<file path="config.mk">
export PLATFORM = sky130hd
export DESIGN_NAME = sorted_insert_priority_queue
export DESIGN_NICKNAME = d
export VERILOG_FILES = /design/src/spq_pkg.sv /design/src/spq_cell.sv /design/src/sorted_insert_priority_queue.sv
export VERILOG_INCLUDE_DIRS = /design/src /design/src/src
export SDC_FILE = /design/constraint.sdc
export NUM_CORES = 2
export LEC_CHECK = 0
export BUFFER_PORTS_ARGS = -buffer_cell sky130_fd_sc_hd__buf_2
export CAP_MARGIN = 25
export CORE_ASPECT_RATIO = 0.6
export CORE_MARGIN = 10
export CORE_UTILIZATION = 30
export CTS_BUF_LIST = sky130_fd_sc_hd__clkbuf_4
export CTS_CLUSTER_SIZE = 16
export DETAILED_ROUTE_END_ITERATION = 6
export HOLD_SLACK_MARGIN = 0.15
export PLACE_DENSITY = 0.43
export SYNTH_ARGS = -nofsm -noshare
export SYNTH_HDL_FRONTEND = slang
export SYNTH_SLANG_ARGS = --single-unit
</file>
<file path="constraint.sdc">
create_clock -name clk -period 6.6 [get_ports clk]
set_clock_uncertainty 0.15 [all_clocks]
set_input_delay 0.99 -clock clk [delete_from_list [all_inputs] [get_ports clk]]
set_output_delay 0.99 -clock clk [all_outputs]
set_load 0.05 [all_outputs]
</file>
<file path="src/sorted_insert_priority_queue_defines.svh">
// assertion macros for the sorted insert priority queue
`ifndef SORTED_INSERT_PRIORITY_QUEUE_DEFINES_SVH
`define SORTED_INSERT_PRIORITY_QUEUE_DEFINES_SVH

`ifndef SYNTHESIS
// property must hold on every rising clock edge outside reset
`define SPQ_ASSERT(name, prop, msg) \
	name: assert property (@(posedge clk) disable iff (!arst_n) prop) else $error(msg);
// condition must never be seen outside reset
`define SPQ_ASSERT_NEVER(name, cond, msg) \
	name: assert property (@(posedge clk) disable iff (!arst_n) !(cond)) else $error(msg);
`else
`define SPQ_ASSERT(name, prop, msg)
`define SPQ_ASSERT_NEVER(name, cond, msg)
`endif

`endif

</file>
<file path="src/spq_pkg.sv">
// shared types and constants for the sorted insert priority queue
`timescale 1ns / 1ps

package spq_pkg;

	localparam int QUEUE_DEPTH_DEF = 16;
	localparam int DATA_WIDTH_DEF  = 32;
	localparam int RANK_WIDTH_DEF  = 16;

	// port widths of the request and response fields
	localparam int WORD_PORT_W = 32;
	localparam int RANK_PORT_W = 16;

	localparam logic OP_INSERT = 1'b0;
	localparam logic OP_REMOVE = 1'b1;

	localparam logic [1:0] STAT_DONE  = 2'd0;
	localparam logic [1:0] STAT_FULL  = 2'd1;
	localparam logic [1:0] STAT_EMPTY = 2'd2;

	// broadcast command to every cell of the chain
	typedef struct packed {
		logic ins_en;
		logic rem_en;
	} cell_cmd_t;

endpackage

</file>
<file path="src/spq_cell.sv">
// one slot of the sorted chain: holds an entry, compares and shifts with its neighbors
`timescale 1ns / 1ps

module spq_cell #(
	parameter int DATA_WIDTH = spq_pkg::DATA_WIDTH_DEF,
	parameter int RANK_WIDTH = spq_pkg::RANK_WIDTH_DEF
) (
	input  logic                         clk,
	input  spq_pkg::cell_cmd_t           cmd,
	input  logic [DATA_WIDTH-1:0]        new_word,
	input  logic signed [RANK_WIDTH-1:0] new_rank,
	input  logic                         occupied,
	input  logic                         prev_keep,
	input  logic [DATA_WIDTH-1:0]        prev_word,
	input  logic signed [RANK_WIDTH-1:0] prev_rank,
	input  logic [DATA_WIDTH-1:0]        next_word,
	input  logic signed [RANK_WIDTH-1:0] next_rank,
	output logic                         keep,
	output logic [DATA_WIDTH-1:0]        word,
	output logic signed [RANK_WIDTH-1:0] rank
);

	logic [DATA_WIDTH-1:0]        word_q;
	logic signed [RANK_WIDTH-1:0] rank_q;

	// an entry of equal or higher rank stays ahead of the new one
	assign keep = occupied && (rank_q >= new_rank);
	assign word = word_q;
	assign rank = rank_q;

	always_ff @(posedge clk) begin
		if (cmd.ins_en) begin
			if (!keep) begin
				if (prev_keep) begin
					word_q <= new_word;
					rank_q <= new_rank;
				end else begin
					word_q <= prev_word;
					rank_q <= prev_rank;
				end
			end
		end else if (cmd.rem_en) begin
			word_q <= next_word;
			rank_q <= next_rank;
		end
	end

endmodule

</file>
<file path="src/sorted_insert_priority_queue.sv">
// top level of the sorted insert priority queue: chain of cells, count and response register
//
//  channel   signals                                       direction
//  request   req_valid req_stall op data_word rank          in
//  response  rsp_valid rsp_stall removed_word status        out
//            is_empty is_full
//
// for every request all cells compare against the new rank and shift at once,
// so one request per cycle is accepted while the response register is free or being taken.
// the response is registered and appears in the cycle after the request is accepted.
// reset clears the entry count and the response valid; stored entries are left as they are.
// a stalled response holds and stalls further requests.
`timescale 1ns / 1ps

module sorted_insert_priority_queue #(
	parameter int QUEUE_DEPTH = spq_pkg::QUEUE_DEPTH_DEF,
	parameter int DATA_WIDTH  = spq_pkg::DATA_WIDTH_DEF,
	parameter int RANK_WIDTH  = spq_pkg::RANK_WIDTH_DEF
) (
	input  logic                                  clk,
	input  logic                                  arst_n,
	input  logic                                  req_valid,
	output logic                                  req_stall,
	input  logic                                  op,
	input  logic [spq_pkg::WORD_PORT_W-1:0]       data_word,
	input  logic signed [spq_pkg::RANK_PORT_W-1:0] rank,
	output logic                                  rsp_valid,
	input  logic                                  rsp_stall,
	output logic [spq_pkg::WORD_PORT_W-1:0]       removed_word,
	output logic [1:0]                            status,
	output logic                                  is_empty,
	output logic                                  is_full
);

	`include "sorted_insert_priority_queue_defines.svh"

	localparam int CNT_W = $clog2(QUEUE_DEPTH + 1);
	localparam int WP    = spq_pkg::WORD_PORT_W;
	localparam int RP    = spq_pkg::RANK_PORT_W;

	logic [CNT_W-1:0] count_q;
	logic [CNT_W-1:0] count_next;
	logic             rsp_valid_q;
	logic [WP-1:0]    removed_word_q;
	logic [1:0]       status_q;
	logic             is_empty_q;
	logic             is_full_q;

	logic req_accept;
	logic full;
	logic empty;
	logic do_ins;
	logic do_rem;

	logic [DATA_WIDTH-1:0]        new_word;
	logic signed [RANK_WIDTH-1:0] new_rank;
	logic [WP-1:0]                head_word;

	spq_pkg::cell_cmd_t cmd;

	logic [QUEUE_DEPTH-1:0]       keep;
	logic [DATA_WIDTH-1:0]        cell_word [QUEUE_DEPTH];
	logic signed [RANK_WIDTH-1:0] cell_rank [QUEUE_DEPTH];

	assign req_stall  = rsp_valid_q && rsp_stall;
	assign req_accept = req_valid && !req_stall;
	assign full       = (count_q == CNT_W'(QUEUE_DEPTH));
	assign empty      = (count_q == '0);
	assign do_ins     = req_accept && (op == spq_pkg::OP_INSERT) && !full;
	assign do_rem     = req_accept && (op == spq_pkg::OP_REMOVE) && !empty;
	assign cmd.ins_en = do_ins;
	assign cmd.rem_en = do_rem;

	// fit the request fields to the stored widths
	assign new_word  = DATA_WIDTH'(data_word);
	assign head_word = WP'(cell_word[0]);
	// port bits are taken as they are, upper bits zero
	assign new_rank  = RANK_WIDTH'($unsigned(rank));

	genvar gi;
	generate
		for (gi = 0; gi < QUEUE_DEPTH; gi++) begin : g_cell
			logic                         p_keep;
			logic [DATA_WIDTH-1:0]        p_word;
			logic signed [RANK_WIDTH-1:0] p_rank;
			logic [DATA_WIDTH-1:0]        n_word;
			logic signed [RANK_WIDTH-1:0] n_rank;

			if (gi == 0) begin : g_head
				// head cell takes the new entry whenever it does not keep its own
				assign p_keep = 1'b1;
				assign p_word = '0;
				assign p_rank = '0;
			end else begin : g_mid
				assign p_keep = keep[gi-1];
				assign p_word = cell_word[gi-1];
				assign p_rank = cell_rank[gi-1];
			end
			if (gi == QUEUE_DEPTH - 1) begin : g_tail
				assign n_word = '0;
				assign n_rank = '0;
			end else begin : g_body
				assign n_word = cell_word[gi+1];
				assign n_rank = cell_rank[gi+1];
			end

			spq_cell #(
				.DATA_WIDTH (DATA_WIDTH),
				.RANK_WIDTH (RANK_WIDTH)
			) u_cell (
				.clk       (clk),
				.cmd       (cmd),
				.new_word  (new_word),
				.new_rank  (new_rank),
				.occupied  (count_q > CNT_W'(gi)),
				.prev_keep (p_keep),
				.prev_word (p_word),
				.prev_rank (p_rank),
				.next_word (n_word),
				.next_rank (n_rank),
				.keep      (keep[gi]),
				.word      (cell_word[gi]),
				.rank      (cell_rank[gi])
			);
		end
	endgenerate

	always_comb begin
		count_next = count_q;
		if (do_ins) begin
			count_next = count_q + CNT_W'(1);
		end else if (do_rem) begin
			count_next = count_q - CNT_W'(1);
		end
	end

	always_ff @(posedge clk or negedge arst_n) begin
		if (!arst_n) begin
			count_q     <= '0;
			rsp_valid_q <= 1'b0;
		end else begin
			count_q <= count_next;
			if (req_accept) begin
				rsp_valid_q <= 1'b1;
			end else if (!rsp_stall) begin
				rsp_valid_q <= 1'b0;
			end
		end
	end

	always_ff @(posedge clk) begin
		if (req_accept) begin
			removed_word_q <= do_rem ? head_word : '0;
			is_empty_q     <= (count_next == '0);
			is_full_q      <= (count_next == CNT_W'(QUEUE_DEPTH));
			if (op == spq_pkg::OP_INSERT) begin
				status_q <= full ? spq_pkg::STAT_FULL : spq_pkg::STAT_DONE;
			end else begin
				status_q <= empty ? spq_pkg::STAT_EMPTY : spq_pkg::STAT_DONE;
			end
		end
	end

	assign rsp_valid    = rsp_valid_q;
	assign removed_word = removed_word_q;
	assign status       = status_q;
	assign is_empty     = is_empty_q;
	assign is_full      = is_full_q;

	`SPQ_ASSERT_NEVER(a_count_range, count_q > CNT_W'(QUEUE_DEPTH), "entry count past depth")
	`SPQ_ASSERT(a_refused_full,
		rsp_valid_q && status_q == spq_pkg::STAT_FULL |-> is_full_q,
		"refused insert but not full")
	`SPQ_ASSERT(a_refused_empty,
		rsp_valid_q && status_q == spq_pkg::STAT_EMPTY |-> is_empty_q && removed_word_q == '0,
		"refused remove with data")
	`SPQ_ASSERT(a_empty_remove,
		req_accept && op == spq_pkg::OP_REMOVE && empty |=> rsp_valid_q && status_q == spq_pkg::STAT_EMPTY,
		"remove from empty not refused")

endmodule
</file>
==> results.cfg <==
[floorplanning]
start_util_pct = 30.2
die_h_um = 316
die-area_um2 = 162000
ios = 91
core-area_um2 = 145000
placementRows = 108
die_w_um = 513

[worst_hold_path]
hold_start = rank[2]
hp-class = input port to flop

[flow_run]
cap_viol_max_count = 0

[critical_path]
start_kind = input port
reg2reg_to = g_cell[4].u_cell.word[23]
crit_type = input port to flop
cp_data_arrival_time_ns = 6.00
r2r-start = g_cell[4].u_cell.rank[15]
worstPathMaxFanout = 33
r2r_slack_ns = 1.95
startpoint = rank[13]
endpoint = g_cell[4].u_cell.word[23]
ff2ff_path_depth = 9
crit_required_ns = 7.31
end_kind = flop

[cts]
clk_pin_slew_ns = 0.07
cts.sinks = 810
cts_tree = done
h-tree-depth = 4
numCtsBuffers = 208
clock_path_buffers = 3
cts-resized-gates = 0
root_buffer = clkbuf_4
clock_latency_ns = 1.20
post-cts-setup-buffer-count = 0

[synthesis]
synth.most_common_cell = edfxtp_1
synth_edf_count = 804
yosysWarnings = 0
syn_nets = 4136
synth_area_um2 = 43700
synth_area_leaders = edfxtp_1 55%, a221o_1 11%, ha_1 7.5%, nor2_1 5.1%, a21oi_1 2.6%
ys_types = 66
synth_ff_type = edfxtp_1
synthDominantCellAreaShare_pct = 55.3
yosysSeqAreaShare_pct = 55.6
synth_async_sr_flop_share_pct = 0.741
syn_inst = 3822
synth_top_cell_by_area = edfxtp_1
synth_common_cells = 804 x edfxtp_1, 596 x nor2_1, 481 x a221o_1
ys_ff_latch = 810
avgSynthCellArea_um2 = 11.4

[drt]
drtPass1Iterations = 6
vias_per_cell = 5.75
wl_per_cell_um = 30.4
drtAntennaViolNets = 0
drt_iter0_drc = 4280
drc = 0
wirelength_mm = 183
num_vias = 34706

[placement]
dp_hpwl_mm = 113
dp_worst_setup_slack_ns = 1.00
post_dp_cell_area_um2 = 46600
numPortBuffers = 90
gp_congestion = 0.873

[global_routing]
grt_pass1_wl_mm = 258
grt_max_degree = 132
globalRoute.totalOverflow = 0
grt.total_usage_pct = 21.8
antenna_found_initial = 6
grt_pass1_vias = 32608

[power]
vdd_drop_max_uv = 305
powerDensity_nw_per_um2 = 367
p_leak_uw = 0.0182
finalPower_uw = 18300

[run_status]
status = completed

[layout]
fill_cells = 14451
final_area_um2 = 49700
multi_input_area_um2 = 18400
nNetsFinal = 4285
drive_gt1_share_pct = 13.3
regArea_um2 = 24300
area_delta_synth_final_pct = 13.8

[sta]
hold_ws_ns = 0.290
rsz0062_at_grt = no
final-setup-viol-count = 0
relSlewSlack_pct = 18.6
fin_crit_ns = 5.29
fin_tns_setup_ns = 0
period_share_pct = 80.2
hold_viol_final = 0
setup_slack_ns = 1.31
tightest_slew_ns = 1.20
max_freq_mhz = 189
slew_violations = 0
==> kinds of logic after synthesis <==
| kind of cell | after synthesis | synth area share [%] |
|---|---|---|
| xor gates and xnor gates | 3 | 0.0602 |
| muxes | 101 | 2.33 |
| AOI/OAI and AO/OA | 1105 | 19.2 |
| buffers and inverters | 337 | 3.02 |
| and+or+nand+nor | 1205 | 12.3 |
| adders and majority gates | 261 | 7.48 |
| DFF | 810 | 55.6 |
==> worst max-delay path, stage by stage <==
cell	delay, ns
dlygate4sd3_1	0.58
buf_2	0.18
inv_1	0.46
buf_4	0.30
ha_1	0.18
nand4_1	0.30
nor4_1	0.87
o21ai_1	0.29
and4_1	0.29
a211o_2	0.31
and2_2	0.20
nand2b_4	0.51
buf_4	0.47
==> power by group <==
group          switching (uW)  internal [uW]  total [uW]
sequential                699           6940        7640
combinational            4270           1750        6020
clock                    2330           2280        4610
==> cell usage in the layout, fill, tap and decap left out, types with 8 or more instances in the layout <==
cell / netlist / final
buf_4: 0 / 68
clkinv_1: 0 / 24
nand2b_1: 17 / 9
a221o_1: 481 / 481
nand2_1: 250 / 247
o211ai_1: 11 / 11
buf_2: 31 / 90
mux2i_1: 99 / 97
edfxtp_1: 804 / 804
buf_12: 0 / 19
a211oi_1: 9 / 9
dlygate4sd3_1: 0 / 50
a21oi_1: 229 / 228
nor2b_1: 25 / 25
a31oi_1: 56 / 55
nand4_1: 35 / 35
a21o_1: 27 / 26
and3_1: 8 / 8
inv_1: 49 / 48
nor2_1: 596 / 594
ha_1: 261 / 261
nand3_1: 66 / 65
nand2b_4: 0 / 8
clkbuf_4: 0 / 305
nor3_1: 13 / 10
a22oi_1: 48 / 48
and2_1: 166 / 159
o21ai_0: 195 / 190
==> layer usage <==
metal	GRT usage, %	up-vias	routed length [um]	part of all wire [%]
met3	4.76	224	16300	8.9
met5	0	-	8	0.0044
met2	28.7	1641	69900	38
met4	4.97	2	3210	1.8
li1	-	15357	-	-
met1	35.3	17482	93800	51
==> metrics by stage <==
stage               util (%)  std cells
floorplan                  -       3822
global placement        32.2       5636
detailed placement      32.2       5636
CTS                     34.4       6030
global route            34.4       6033
finish                  34.4       6035
==> registers in the layout, indices dropped and copies added, names as in the netlist <==
register	cells
g_cell.u_cell.word	512
g_cell.u_cell.rank	256
is_full	1
is_empty	1
count_q	5
removed_word	32
status	2
rsp_valid	1
==> how the worst min path moves through the flow <==
stage / depth (start not counted) / slack (ns) / endpoint
global placement: 2 / 0.36 / rsp_valid
floorplan: 2 / 0.37 / g_cell[0].u_cell.word[0]
CTS: 3 / 0.16 / g_cell[13].u_cell.word[26]
global route: 3 / 0.25 / g_cell[14].u_cell.word[26]
finish: 3 / 0.29 / g_cell[3].u_cell.rank[2]
detailed placement: 2 / 0.36 / rsp_valid
==> cell type report <==
class	count	share of cell area, %
antenna	5	0.0252
multi-input combinational	2675	37.0
inverter	49	0.370
tap	1925	4.84
clock buffer	305	4.60
clock inverter	39	0.611
timing repair buffer	227	3.70
sequential	810	48.9
==> repair_timing <==
action                     4_1_cts  5_1_grt
setup endpoints to repair        0        0
hold buffers                    50        0
hold endpoints to repair       141        0
(Power assumes the default switching activity.)
